==> config.mk <==
export PLATFORM = sky130hd
export DESIGN_NAME = sgb_joypad_packet_port
export DESIGN_NICKNAME = d
export VERILOG_FILES = /design/src/sgbjp_pkg.sv /design/src/sgbjp_store.sv /design/src/sgbjp_rx.sv /design/src/sgb_joypad_packet_port.sv
export SDC_FILE = /design/constraint.sdc
export NUM_CORES = 2
export LEC_CHECK = 0
export BUFFER_PORTS_ARGS = -buffer_cell sky130_fd_sc_hd__buf_2
export CAP_MARGIN = 10
export CELL_PAD_IN_SITES_DETAIL_PLACEMENT = 0
export CELL_PAD_IN_SITES_GLOBAL_PLACEMENT = 1
export CORE_MARGIN = 2
export CORE_UTILIZATION = 35
export DETAILED_ROUTE_END_ITERATION = 6
export MAX_ROUTING_LAYER = met4
export PLACE_DENSITY_LB_ADDON = 0.05
export SLEW_MARGIN = 40
export SYNTH_ARGS = -nofsm -noshare
export SYNTH_HDL_FRONTEND = slang
export SYNTH_HIERARCHICAL = 1
export SYNTH_SLANG_ARGS = --single-unit
==> constraint.sdc <==
create_clock -name i_clk -period 4.8 [get_ports i_clk]
set_input_delay 0.48 -clock i_clk [delete_from_list [all_inputs] [get_ports i_clk]]
set_output_delay 0.48 -clock i_clk [all_outputs]
set_load 0.02 [all_outputs]
==> src/sgbjp_pkg.sv <==
// Shared types, codes and constants of the joypad packet port.
package sgbjp_pkg;

    localparam int STORE_DEPTH      = 128;
    localparam int STORE_AW         = $clog2(STORE_DEPTH);
    localparam int BYTES_PER_PACKET = 16;

    // transaction commands
    localparam logic [1:0] CMD_WRITE_P1   = 2'd0;
    localparam logic [1:0] CMD_READ_P1    = 2'd1;
    localparam logic [1:0] CMD_READ_BYTE  = 2'd2;
    localparam logic [1:0] CMD_SET_STATUS = 2'd3;

    // select line symbols
    localparam logic [1:0] SEL_PULSE = 2'b00;
    localparam logic [1:0] SEL_ONE   = 2'b01;
    localparam logic [1:0] SEL_ZERO  = 2'b10;
    localparam logic [1:0] SEL_NONE  = 2'b11;

    // receive phase codes as seen on the status port
    localparam logic [1:0] PHASE_CODE_IDLE   = 2'd0;
    localparam logic [1:0] PHASE_CODE_HEADER = 2'd1;
    localparam logic [1:0] PHASE_CODE_DATA   = 2'd2;
    localparam logic [1:0] PHASE_CODE_STOP   = 2'd3;

    localparam logic [4:0] CMD_PLAYERS = 5'h11;
    localparam logic [4:0] CMD_MASK_EN = 5'h17;

    localparam logic [7:0] P1_BTN_BASE  = 8'hD0;
    localparam logic [7:0] P1_DPAD_BASE = 8'hE0;
    localparam logic [7:0] P1_ALL_BASE  = 8'hF0;
    localparam logic [7:0] P1_RELEASED  = 8'hFF;

    localparam logic [3:0] PLAYER_ID_RESET = 4'hF;
    localparam logic [3:0] PLAYER_ID_WRAP  = 4'hB;

    typedef enum logic [3:0] {
        PH_IDLE   = 4'b0001,
        PH_HEADER = 4'b0010,
        PH_DATA   = 4'b0100,
        PH_STOP   = 4'b1000
    } t_phase;

    // how the result of a transaction gets its read data
    typedef enum logic [1:0] {
        KIND_IMM   = 2'd0,
        KIND_BYTE  = 2'd1,
        KIND_WRITE = 2'd2
    } t_kind;

    typedef struct packed {
        logic [4:0] command;
        logic       pending;
        logic [1:0] mask;
        logic [2:0] packets_left;
        logic [1:0] phase;
    } t_status;

    typedef struct packed {
        t_kind               kind;
        logic [7:0]          imm;
        logic [7:0]          bit_mask;
        logic                in_range;
        logic [STORE_AW-1:0] addr;
    } t_res;

    typedef struct packed {
        logic                rd_en;
        logic                clear;
        logic [STORE_AW-1:0] addr;
    } t_mem_req;

    typedef struct packed {
        logic                en;
        logic [STORE_AW-1:0] addr;
        logic [7:0]          data;
    } t_mem_wr;

endpackage

==> src/sgbjp_store.sv <==
// Packet store: synchronous RAM with per-entry valid bits and write forwarding.
module sgbjp_store
    import sgbjp_pkg::*;
(
    input  logic     i_clk,
    input  logic     i_rst_n,
    input  t_mem_req i_req,
    input  t_mem_wr  i_wr,
    output logic [7:0] o_data
);

    logic [7:0]             r_mem [STORE_DEPTH];
    logic [STORE_DEPTH-1:0] r_valid;
    logic [7:0]             r_rdata;
    logic                   r_rd_vld;
    logic                   r_fwd_hit;
    logic [7:0]             r_fwd_data;

    always_ff @(posedge i_clk) begin
        if (i_wr.en) begin
            r_mem[i_wr.addr] <= i_wr.data;
        end
        if (i_req.rd_en) begin
            r_rdata    <= r_mem[i_req.addr];
            r_rd_vld   <= r_valid[i_req.addr];
            // write landing on the same edge as the read
            r_fwd_hit  <= i_wr.en && (i_wr.addr == i_req.addr);
            r_fwd_data <= i_wr.data;
        end
    end

    // a clear comes after any write retiring on the same edge
    always_ff @(posedge i_clk) begin
        if (!i_rst_n) begin
            r_valid <= '0;
        end else if (i_req.clear) begin
            r_valid <= '0;
        end else if (i_wr.en) begin
            r_valid[i_wr.addr] <= 1'b1;
        end
    end

    assign o_data = r_fwd_hit ? r_fwd_data : (r_rd_vld ? r_rdata : 8'h00);

endmodule

==> src/sgbjp_rx.sv <==
// Select register, serial packet receiver and P1 read logic.
module sgbjp_rx
    import sgbjp_pkg::*;
(
    input  logic       i_clk,
    input  logic       i_rst_n,
    input  logic       i_accept,
    input  logic [1:0] i_cmd,
    input  logic [7:0] i_p1_value,
    input  logic [3:0] i_buttons_n,
    input  logic [3:0] i_dpad_n,
    input  logic [6:0] i_byte_index,
    input  logic       i_set_select,
    input  logic [1:0] i_set_value,
    output t_mem_req   o_req,
    output t_res       o_res,
    output t_status    o_status
);

    t_phase              r_phase, n_phase;
    logic [1:0]          r_select, n_select;
    logic [2:0]          r_pos, n_pos;
    logic [2:0]          r_length, n_length;
    logic [4:0]          r_command, n_command;
    logic [STORE_AW-1:0] r_wp, n_wp;
    logic [4:0]          r_bc, n_bc;
    logic [3:0]          r_player_id, n_player_id;
    logic [1:0]          r_players, n_players;
    logic [1:0]          r_mask, n_mask;
    logic                r_pending, n_pending;
    logic [1:0]          r_byte0, n_byte0;   // copy of store byte 0, bits 1:0

    logic [1:0] sel;
    logic       sym_bit;
    logic       sym_one;
    logic [3:0] id_next;
    logic [7:0] idx_ext;
    t_mem_req   req;

    function automatic logic [1:0] phase_code(t_phase ph);
        case (ph)
            PH_IDLE:   phase_code = PHASE_CODE_IDLE;
            PH_HEADER: phase_code = PHASE_CODE_HEADER;
            PH_DATA:   phase_code = PHASE_CODE_DATA;
            PH_STOP:   phase_code = PHASE_CODE_STOP;
            default:   phase_code = PHASE_CODE_IDLE;
        endcase
    endfunction

    assign sel     = i_p1_value[5:4];
    assign sym_one = (sel == SEL_ONE);
    assign sym_bit = (sel == SEL_ONE) || (sel == SEL_ZERO);
    assign idx_ext = {1'b0, i_byte_index};

    always_comb begin
        n_phase     = r_phase;
        n_select    = r_select;
        n_pos       = r_pos;
        n_length    = r_length;
        n_command   = r_command;
        n_wp        = r_wp;
        n_bc        = r_bc;
        n_player_id = r_player_id;
        n_players   = r_players;
        n_mask      = r_mask;
        n_pending   = r_pending;
        n_byte0     = r_byte0;
        id_next     = r_player_id - 4'd1;

        o_res.kind     = KIND_IMM;
        o_res.imm      = 8'h00;
        o_res.bit_mask = 8'h00;
        o_res.in_range = 1'b0;
        o_res.addr     = r_wp;
        req.rd_en      = 1'b0;
        req.clear      = 1'b0;
        req.addr       = r_wp;

        case (i_cmd)
            CMD_WRITE_P1: begin
                n_select = sel;
                case (r_phase)
                    PH_IDLE: begin
                        if (sel == SEL_PULSE) begin
                            n_pos = 3'd0;
                            if (r_length == 3'd0) begin
                                // new transfer
                                n_phase   = PH_HEADER;
                                req.clear = 1'b1;
                                n_wp      = '0;
                                n_command = 5'd0;
                                n_byte0   = 2'b00;
                            end else begin
                                n_phase = PH_DATA;
                                n_bc    = 5'd0;
                            end
                        end
                    end
                    PH_HEADER: begin
                        if (sym_bit) begin
                            if (r_pos < 3'd3) begin
                                n_length = r_length | (3'(sym_one) << r_pos[1:0]);
                            end else begin
                                n_command = r_command | (5'(sym_one) << (r_pos - 3'd3));
                            end
                            if (r_pos == 3'd7) begin
                                n_phase = PH_DATA;
                                n_pos   = 3'd0;
                                n_bc    = 5'd1;
                            end else begin
                                n_pos = r_pos + 3'd1;
                            end
                        end
                    end
                    PH_DATA: begin
                        if (sym_bit) begin
                            o_res.kind     = KIND_WRITE;
                            o_res.bit_mask = 8'(sym_one) << r_pos;
                            req.rd_en      = 1'b1;
                            if ((r_wp == '0) && (r_pos < 3'd2) && sym_one) begin
                                n_byte0[r_pos[0]] = 1'b1;
                            end
                            if (r_pos == 3'd7) begin
                                n_pos = 3'd0;
                                n_wp  = (r_wp == STORE_AW'(STORE_DEPTH - 1)) ? '0
                                                                             : r_wp + 1'b1;
                                n_bc  = r_bc + 5'd1;
                                // the packet ends once the updated count reaches a full packet
                                if (n_bc == 5'(BYTES_PER_PACKET)) begin
                                    n_phase = PH_STOP;
                                end
                            end else begin
                                n_pos = r_pos + 3'd1;
                            end
                        end
                    end
                    PH_STOP: begin
                        if (sel == SEL_ZERO) begin
                            n_phase  = PH_IDLE;
                            n_length = r_length - 3'd1;
                            if (r_length == 3'd1) begin
                                // last packet done: act on the command
                                if (r_command == CMD_PLAYERS) begin
                                    n_players = r_byte0;
                                end else if (r_command == CMD_MASK_EN) begin
                                    n_mask    = r_byte0;
                                    n_pending = 1'b1;
                                end else begin
                                    n_pending = 1'b1;
                                end
                            end
                        end
                    end
                    default: ;
                endcase
            end
            CMD_READ_P1: begin
                case (r_select)
                    SEL_NONE: begin
                        if (r_players == 2'd0) begin
                            o_res.imm = P1_ALL_BASE | {4'h0, i_buttons_n | i_dpad_n};
                        end else begin
                            if (id_next == PLAYER_ID_WRAP) begin
                                n_player_id = PLAYER_ID_RESET;
                            end else begin
                                n_player_id = id_next;
                            end
                            o_res.imm = {4'h0, n_player_id};
                        end
                    end
                    SEL_ZERO:  o_res.imm = P1_DPAD_BASE | {4'h0, i_dpad_n};
                    SEL_ONE:   o_res.imm = P1_BTN_BASE | {4'h0, i_buttons_n};
                    default:   o_res.imm = P1_RELEASED;
                endcase
            end
            CMD_READ_BYTE: begin
                o_res.kind     = KIND_BYTE;
                o_res.in_range = (int'(i_byte_index) < STORE_DEPTH);
                o_res.addr     = idx_ext[STORE_AW-1:0];
                req.rd_en      = 1'b1;
                req.addr       = idx_ext[STORE_AW-1:0];
            end
            CMD_SET_STATUS: begin
                if (!i_set_select) begin
                    n_pending = i_set_value[0];
                end else begin
                    n_mask = i_set_value;
                end
            end
            default: ;
        endcase
    end

    always_comb begin
        o_req       = req;
        o_req.rd_en = req.rd_en && i_accept;
        o_req.clear = req.clear && i_accept;
    end

    assign o_status.command      = n_command;
    assign o_status.pending      = n_pending;
    assign o_status.mask         = n_mask;
    assign o_status.packets_left = n_length;
    assign o_status.phase        = phase_code(n_phase);

    always_ff @(posedge i_clk) begin
        if (!i_rst_n) begin
            r_phase     <= PH_IDLE;
            r_select    <= 2'b00;
            r_pos       <= 3'd0;
            r_length    <= 3'd0;
            r_command   <= 5'd0;
            r_wp        <= '0;
            r_bc        <= 5'd0;
            r_player_id <= PLAYER_ID_RESET;
            r_players   <= 2'd0;
            r_mask      <= 2'd0;
            r_pending   <= 1'b0;
            r_byte0     <= 2'b00;
        end else if (i_accept) begin
            r_phase     <= n_phase;
            r_select    <= n_select;
            r_pos       <= n_pos;
            r_length    <= n_length;
            r_command   <= n_command;
            r_wp        <= n_wp;
            r_bc        <= n_bc;
            r_player_id <= n_player_id;
            r_players   <= n_players;
            r_mask      <= n_mask;
            r_pending   <= n_pending;
            r_byte0     <= n_byte0;
        end
    end

endmodule

==> src/sgb_joypad_packet_port.sv <==
// Top level of the joypad select register and serial packet port.
//
// One transaction per clock cycle while the result side keeps up. Every
// accepted transaction (P1 write, P1 read, packet byte read or status
// write) yields exactly one result, which is registered in the output
// register; the input side keeps accepting while that register is free or
// is being emptied in the same cycle, so throughput is one transaction per
// cycle. All receiver control state (phase, bit position, length, command,
// write pointer, player id and status flags) is updated at the edge where a
// transaction is accepted. The 128-byte packet store is a single RAM with a
// registered read: a data-phase P1 write reads the byte at the
// write pointer on acceptance and writes back the OR-ed bit when its
// result leaves the output register; a write retiring on the same edge as
// a new read is forwarded. Entries carry valid bits, so the store reads as
// zero after reset and after the clear at the start of each new transfer
// with no sweep and no stall. Bits 1:0 of store byte 0 are also kept in
// flip-flops so the end-of-transfer command acts without a RAM access.
module sgb_joypad_packet_port
    import sgbjp_pkg::*;
(
    input  logic       i_clk,
    input  logic       i_rst_n,
    // input channel
    input  logic       i_valid,
    output logic       o_ready,
    input  logic [1:0] i_cmd,
    input  logic [7:0] i_p1_value,
    input  logic [3:0] i_buttons_n,
    input  logic [3:0] i_dpad_n,
    input  logic [6:0] i_byte_index,
    input  logic       i_set_select,
    input  logic [1:0] i_set_value,
    // result channel
    output logic       o_valid,
    input  logic       i_ready,
    output logic [7:0] o_read_data,
    output logic [4:0] o_command_code,
    output logic       o_command_pending,
    output logic [1:0] o_screen_mask,
    output logic [2:0] o_packets_left,
    output logic [1:0] o_receive_phase
);

    logic       accept;
    logic       depart;
    t_mem_req   req;
    t_mem_wr    wr;
    t_res       res;
    t_status    stat;
    logic [7:0] store_data;

    // output register
    logic    r_s1_valid;
    t_res    r_s1_res;
    t_status r_s1_stat;

    assign o_ready = !r_s1_valid || i_ready;
    assign accept  = i_valid && o_ready;
    assign depart  = r_s1_valid && i_ready;

    sgbjp_rx u_rx (
        .i_clk        (i_clk),
        .i_rst_n      (i_rst_n),
        .i_accept     (accept),
        .i_cmd        (i_cmd),
        .i_p1_value   (i_p1_value),
        .i_buttons_n  (i_buttons_n),
        .i_dpad_n     (i_dpad_n),
        .i_byte_index (i_byte_index),
        .i_set_select (i_set_select),
        .i_set_value  (i_set_value),
        .o_req        (req),
        .o_res        (res),
        .o_status     (stat)
    );

    // the bit write-back retires as its transaction leaves
    assign wr.en   = depart && (r_s1_res.kind == KIND_WRITE);
    assign wr.addr = r_s1_res.addr;
    assign wr.data = store_data | r_s1_res.bit_mask;

    sgbjp_store u_store (
        .i_clk   (i_clk),
        .i_rst_n (i_rst_n),
        .i_req   (req),
        .i_wr    (wr),
        .o_data  (store_data)
    );

    always_ff @(posedge i_clk) begin
        if (!i_rst_n) begin
            r_s1_valid <= 1'b0;
        end else if (accept) begin
            r_s1_valid <= 1'b1;
        end else if (i_ready) begin
            r_s1_valid <= 1'b0;
        end
    end

    always_ff @(posedge i_clk) begin
        if (accept) begin
            r_s1_res  <= res;
            r_s1_stat <= stat;
        end
    end

    always_comb begin
        case (r_s1_res.kind)
            KIND_IMM:  o_read_data = r_s1_res.imm;
            KIND_BYTE: o_read_data = r_s1_res.in_range ? store_data : 8'h00;
            default:   o_read_data = 8'h00;
        endcase
    end

    assign o_valid           = r_s1_valid;
    assign o_command_code    = r_s1_stat.command;
    assign o_command_pending = r_s1_stat.pending;
    assign o_screen_mask     = r_s1_stat.mask;
    assign o_packets_left    = r_s1_stat.packets_left;
    assign o_receive_phase   = r_s1_stat.phase;

endmodule

==> After elaboration in Yosys (flattened, before gate mapping) <==
Memory sizes are Yosys's and may differ from the RTL's. A register that Yosys moved wholly into a read port is not among the register bits.
Cells that the tools add are included.
{ "classes": {"bitwise": 8, "n_lt_le_gt_ge": 7, "n_mux": 86, "reduce_logical": 33, "eq_ne": 34, "shifts": 3, "n_div": 0, "n_addsub": 6, "n_mul": 0} }
{ "ops": {"columns": ["cell", "n"], "rows": [
  ["$or 128x128->128", 1],
  ["$mux 5", 11],
  ["$mux 7", 6],
  ["$mux 8", 5],
  ["$mux 4", 9],
  ["$mux 2", 12],
  ["$mux 3", 8],
  ["$pmux 8 s3", 1],
  ["$mux 1", 18],
  ["$lt 7x8->1 const B", 2],
  ["$ne 2x1->1 const B", 8],
  ["$pmux 4 s4", 1],
  ["$pmux 8 s2", 1],
  ["$eq 5x5->1 const B", 3],
  ["$pmux 5 s3", 1],
  ["$pmux 7 s2", 1],
  ["$reduce_and 7->1", 2],
  ["$eq 2x2->1 const B", 6],
  ["$eq 4x4->1 const B", 3],
  ["$pmux 2 s2", 3],
  ["$pmux 3 s2", 2],
  ["$logic_and 1x1->1", 10],
  ["$pmux 5 s2", 1],
  ["$reduce_and 9->1", 1],
  ["46 further kinds", 61]
]} }
{ "totals": {"wordCells": 205, "n_memories": 1, "ff_bits": 218, "out_inout_bits": 23, "mem_bits_rw": 1024, "inputBits": 32, "latch_bits": 0, "rom_bits": 0} }
{ "mem_list": {"columns": ["name", "words", "word_bits", "read_ports", "rd_ports_with_merged_regs", "wr", "line_no", "source"], "rows": [
  ["u_store.r_mem", 128, 8, 1, 1, 1, "sgbjp_store.sv:12", "logic [7:0] r_mem [STORE_DEPTH];"]
]} }

==> Depth between registers and ports, before layout <==
{ "depth": {"ltp_word": 9, "mapped_depth": 12, "depth_no_buf": 8} }

==> By module <==
Netlist, hierarchy kept.
{ "by_module_without_submodules": {"columns": ["mod", "seq_area_each_um2", "area_each_um2", "cells_per_inst", "instances"], "rows": [
  ["sgbjp_store", 33852.5, 44794.2, 1993, 1],
  ["sgbjp_rx", 800.8, 3198.1, 420, 1],
  ["sgb_joypad_packet_port", 1191.1, 1383.8, 65, 1]
]} }

==> Worst setup path after synthesis <==
No wires, ideal clock.
{ "synth_path": {"path_type": "input-to-reg", "startpoint": "input port i_cmd[0]", "endpoint": "register u_store.r_rdata[0] (read register of u_store.r_mem), data pin", "setup_time_ns": 0.260, "path_slack_ns": 0.927, "required_ns": 4.540, "arrival_ns": 3.613, "path_buffers": 3, "stages": 11, "cell_sequence": "inv_1 ha_1 clkbuf_1 nand2_1 o21ai_0 buf_4 buf_1 mux4_2 mux4_2 mux4_2 mux2_2"} }
{ "synth_lines": {"columns": ["item", "line_no", "source"], "rows": [
  ["start, declared", "sgb_joypad_packet_port.sv:26", "input logic [1:0] i_cmd,"],
  ["end, declared", "sgbjp_store.sv:14", "logic [7:0] r_rdata;"]
]} }

==> results <==
- The run finished with clean final reports.
- The finished layout holds 4613 standard cells, fillers aside.
- Entering global routing, the biggest net connects just over 80 pins.
- By instance count, the cell type seen most on the critical path is mux4_2.
- The tree is rooted in a clkbuf_16.
- The fraction of the yosys area taken by sequential cells is around 73%.
- The average instance area after synthesis is 19.93 sq um.
- The data required time at the worst endpoint is 5.31 ns.
- In the post-synthesis netlist, the biggest area contributors are edfxtp_1 66%, mux4_2 17%, dfxtp_1 6.9%.
- Once placement finished, the instance area stood at 52710 sq um.
- The core area is 139700 sq um.
- Global routing used between 10% and 20% of the available tracks.
- The synthesis-to-layout area growth is 16.49%.
- Dividing total power by cell area gives a power density of 412.3 nW/um^2.
- The first global-routing pass estimated 185800 um of wire.
- Subtracting the final worst setup slack from the clock period gives 3.684 ns.
- The number of rows created at floorplan is 137.
- The clock tree from TritonCTS is yes.
- The post-cts resize count is 0.
- The number of max-slew violations in the final report is 0.
- Summing internal, switching and leakage power gives 23.72 mW.
- The clock latency at the later pin of the worst-skew pair is around 0.78 ns.
- The worst slack after detailed placement is 0.4177 ns.
- The most used flip-flop cell after synthesis is edfxtp_1.
- The internal power of the cells totals 18.67 mW.
- For this configuration, the core starts out at a cell density of 35.34%.
- The number of hold violations in the final report came to 0.
- The final non-filler cell area is 57520 sq um.
- The arrival time reported for the critical path endpoint is 4.19 ns.
- The overall routed net length is 129700 um.
- The worst vdd rail ir drop is 0.3022 mV.
- The final antenna-violating net count is 0.
- The share of power burned in registers is 50.0%.
- The repair_antennas step left the layout with diodes totalling 0.
- Once layout is complete, the utilization of the core stands at 41.17%.
- The number of violations reported at the end of detailed-routing iteration 0 is 2001.
- The via count of the first global-routing pass is 25330.
- The delay of the slowest cell on the worst path is 0.71 ns.
- After routing, the total negative slack on setup checks comes to 0 ns.
- The post-route netlist has 32.74% of its cells at a drive strength greater than 1.
- Summing over every cut layer, the via total after detailed routing is 24620.
- Among all cell types in the netlist, the one instantiated most often is edfxtp_1.
- Counting flops with a built-in enable in the synthesized netlist gives roughly 1100.
- In the synthesized netlist, the number of instances is 2478.
- The clock network burns a little under half of the power.
- The initial antenna violation count was 4.
- The final critical-path setup slack is 1.116 ns.
- The worst setup path is of the reg2reg kind.
- The proportion of total power due to net switching is 21.28%.
- On the final layout, the worst hold slack is around 0.08 ns.
- The final global-route overflow total is 0.
- The max-capacitance violation count is 0.
- STA classifies the critical path startpoint as a flop.
- The HPWL after detailed placement is 82740 um.
- The vertical die dimension is between 300 and 400 um.
- The worst setup path is captured at a flop.
- The number of setup violations in the final report is 0.
- Traced cell by cell, the critical path runs through mux2_8 -> buf_4 -> mux4_2 -> mux4_2 -> mux4_2 -> mux2_2.
- In the finished design, the share of the clock period the worst path needs comes to 76.75%.
- The switching power of the nets is 5.047 mW.
- Counting distinct cell types in the post-synthesis netlist gives 71.
- The layout net count is about 2700.
- The remaining max-slew budget at the tightest pin is between 40% and 50%.
- The clock arrives with 0.02667 ns of skew.
- Timing would allow up to 271.5 MHz.
- Setup repair after global routing left no endpoint under its margin.
- No sink is reached through more buffers than the 3 on the longest clock path.
- Clock tree synthesis inserted a total of 143 buffers.
- The overall die area is 144100 sq um.
- In the routed design, unresolved DRC markers number 0.
- 55 I/O pins were placed.
- The commonest cells after synthesis are 1081 x edfxtp_1, 378 x mux4_2, 181 x nor2_1.
- The static leakage power is 17.55 nW.
- The mapped cell area is slightly below 50000 sq um.
- Summed over all instances, the cell type with the most area after synthesis is edfxtp_1.
- The cell type of the slowest stage on the worst timing path is mux2_8.
- The die width is 379.6 um.
- The async set-or-reset flop fraction in the synthesized netlist is 0%.
- The largest fanout on the critical path is 54.
- The number of port buffers is 48.
- The congestion estimate from routability-driven global placement came to ~0.76.
- The tightest min-delay check is of the in2reg type.
- Dividing the detail-routed via count by the number of cells gives about 5.3.
- The actual transition at the worst max-transition pin is 0.8802 ns.
- During synthesis, Yosys emitted a total of 6 warnings.
- The clock tree synthesis step divided the H-tree into 4 levels.
- The number of sinks on the clock net is 1250.
- Including well taps, the total number of placed cells is 4340.
- Of the total power, combinational logic draws 4.6%.
- The register clock-pin slew on the reported worst setup and hold paths is ~0.060 ns.
- The proportion of netlist area held by the largest area contributor is about two thirds.
- Counting flops and latches in the post-synthesis netlist gives 1250.
- The pre-antenna-repair detailed-routing pass consisted of 5 iterations.
- Dividing the detail-routed wire length by the instance count gives 28.11 um.
- Counting every net in the synthesized netlist gives about 2500.
-- per-layer routing --
metal	part of all wire (%)	track usage, %	up-vias
met5	0	-	-
met4	2.4	5.268	0
met3	5.4	3.984	184
met2	48	28.99	627
met1	44	24.55	13300
li1	-	-	10510
-- placed cells by master (no fill, tap or decap), types with 9 or more instances in the layout --
| master | netlist | routed |
|---|---|---|
| clkinv_1 | 0 | 13 |
| buf_12 | 0 | 31 |
| a32o_1 | 10 | 10 |
| edfxtp_1 | 1081 | 1081 |
| ha_1 | 21 | 21 |
| clkbuf_1 | 85 | 48 |
| a21oi_1 | 29 | 29 |
| clkinv_2 | 0 | 15 |
| nor3_1 | 16 | 16 |
| dfxtp_1 | 169 | 169 |
| inv_1 | 22 | 21 |
| buf_2 | 28 | 48 |
| o21ai_0 | 24 | 21 |
| bufinv_16 | 0 | 9 |
| nor2_1 | 181 | 56 |
| clkbuf_16 | 0 | 145 |
| nand3_1 | 26 | 25 |
| mux2_2 | 15 | 14 |
| nand2_1 | 45 | 45 |
| a31oi_1 | 10 | 10 |
| clkbuf_8 | 0 | 22 |
| mux4_2 | 378 | 378 |
| nand4_1 | 12 | 12 |
| nor2_2 | 1 | 125 |
| a22o_1 | 12 | 12 |
| nor2b_1 | 12 | 11 |
| o21a_1 | 130 | 130 |
| xnor2_1 | 16 | 16 |
| or2_4 | 0 | 14 |
| buf_4 | 13 | 59 |
-- sequential cells by signal (all words and copies together), names as in the netlist, 5 cells and up --
name,count
u_store/r_fwd_data,8
u_rx/r_wp,7
o_command_code,5
u_store/r_rdata,8
u_rx/r_bc,5
u_store/r_valid,128
u_store/r_mem,1024
r_s1_res,26
u_rx/r_command,5
-- cell type report --
class	instances	area (sq um)
inverters	23	86.33
multi-input cells	1056	13200
fillers	12320	82190
repair buffers	142	1361
clock inverters	51	570.5
clock buffers	215	4111
flip-flops and latches	1250	35840
well taps	1876	2347
-- power groups by stage --
stage	registers, mW	logic (mW)	clock network (mW)
floorplan	12.1	0.638	0
CTS	11.9	1.11	11.1
global placement	12.1	1.07	0
finish	11.9	1.08	10.8
detailed placement	12.1	1.10	0
global route	11.9	1.16	11.5
-- final timing paths --
path	start	to	slack [ns]	cells after the start
max	u_rx/r_wp[2]$_SDFFE_PN0P_	u_store/r_rdata[4]$_DFFE_PP_	1.12	6
min	i_rst_n	u_rx/r_player_id[3]$_SDFFE_PN1P_	0.08	2
max reg2reg	u_rx/r_wp[2]$_SDFFE_PN0P_	u_store/r_rdata[4]$_DFFE_PP_	1.12	6
min reg2reg	u_store/r_valid[28]$_SDFFE_PP0P_	u_store/r_valid[28]$_SDFFE_PP0P_	0.46	1
-- worst max-delay path, delay by kind of cell, from the launching register on --
kind                   cells  cell delay (ns)
flip-flops                 1             0.50
buffers and inverters      1             0.30
multiplexers               5             2.51
-- repair_timing --
item | in CTS | in global routing
setup endpoints to repair | 0 | 0
setup buffers | 0 | 0
hold buffers | 3 | 0
endpoints found under the hold margin | 3 | 0
-- cells by family after synthesis --
kind of cell | count (synthesis) | synth area share, %
AOI/OAI and AO/OA | 254 | 3.717
xor gates and xnor gates | 19 | 0.3370
adders and majority gates | 21 | 0.5321
buffers and inverters | 172 | 1.553
DFF | 1250 | 72.59
muxes | 395 | 17.62
and+or+nand+nor | 367 | 3.641
(Power assumes the default switching activity.)
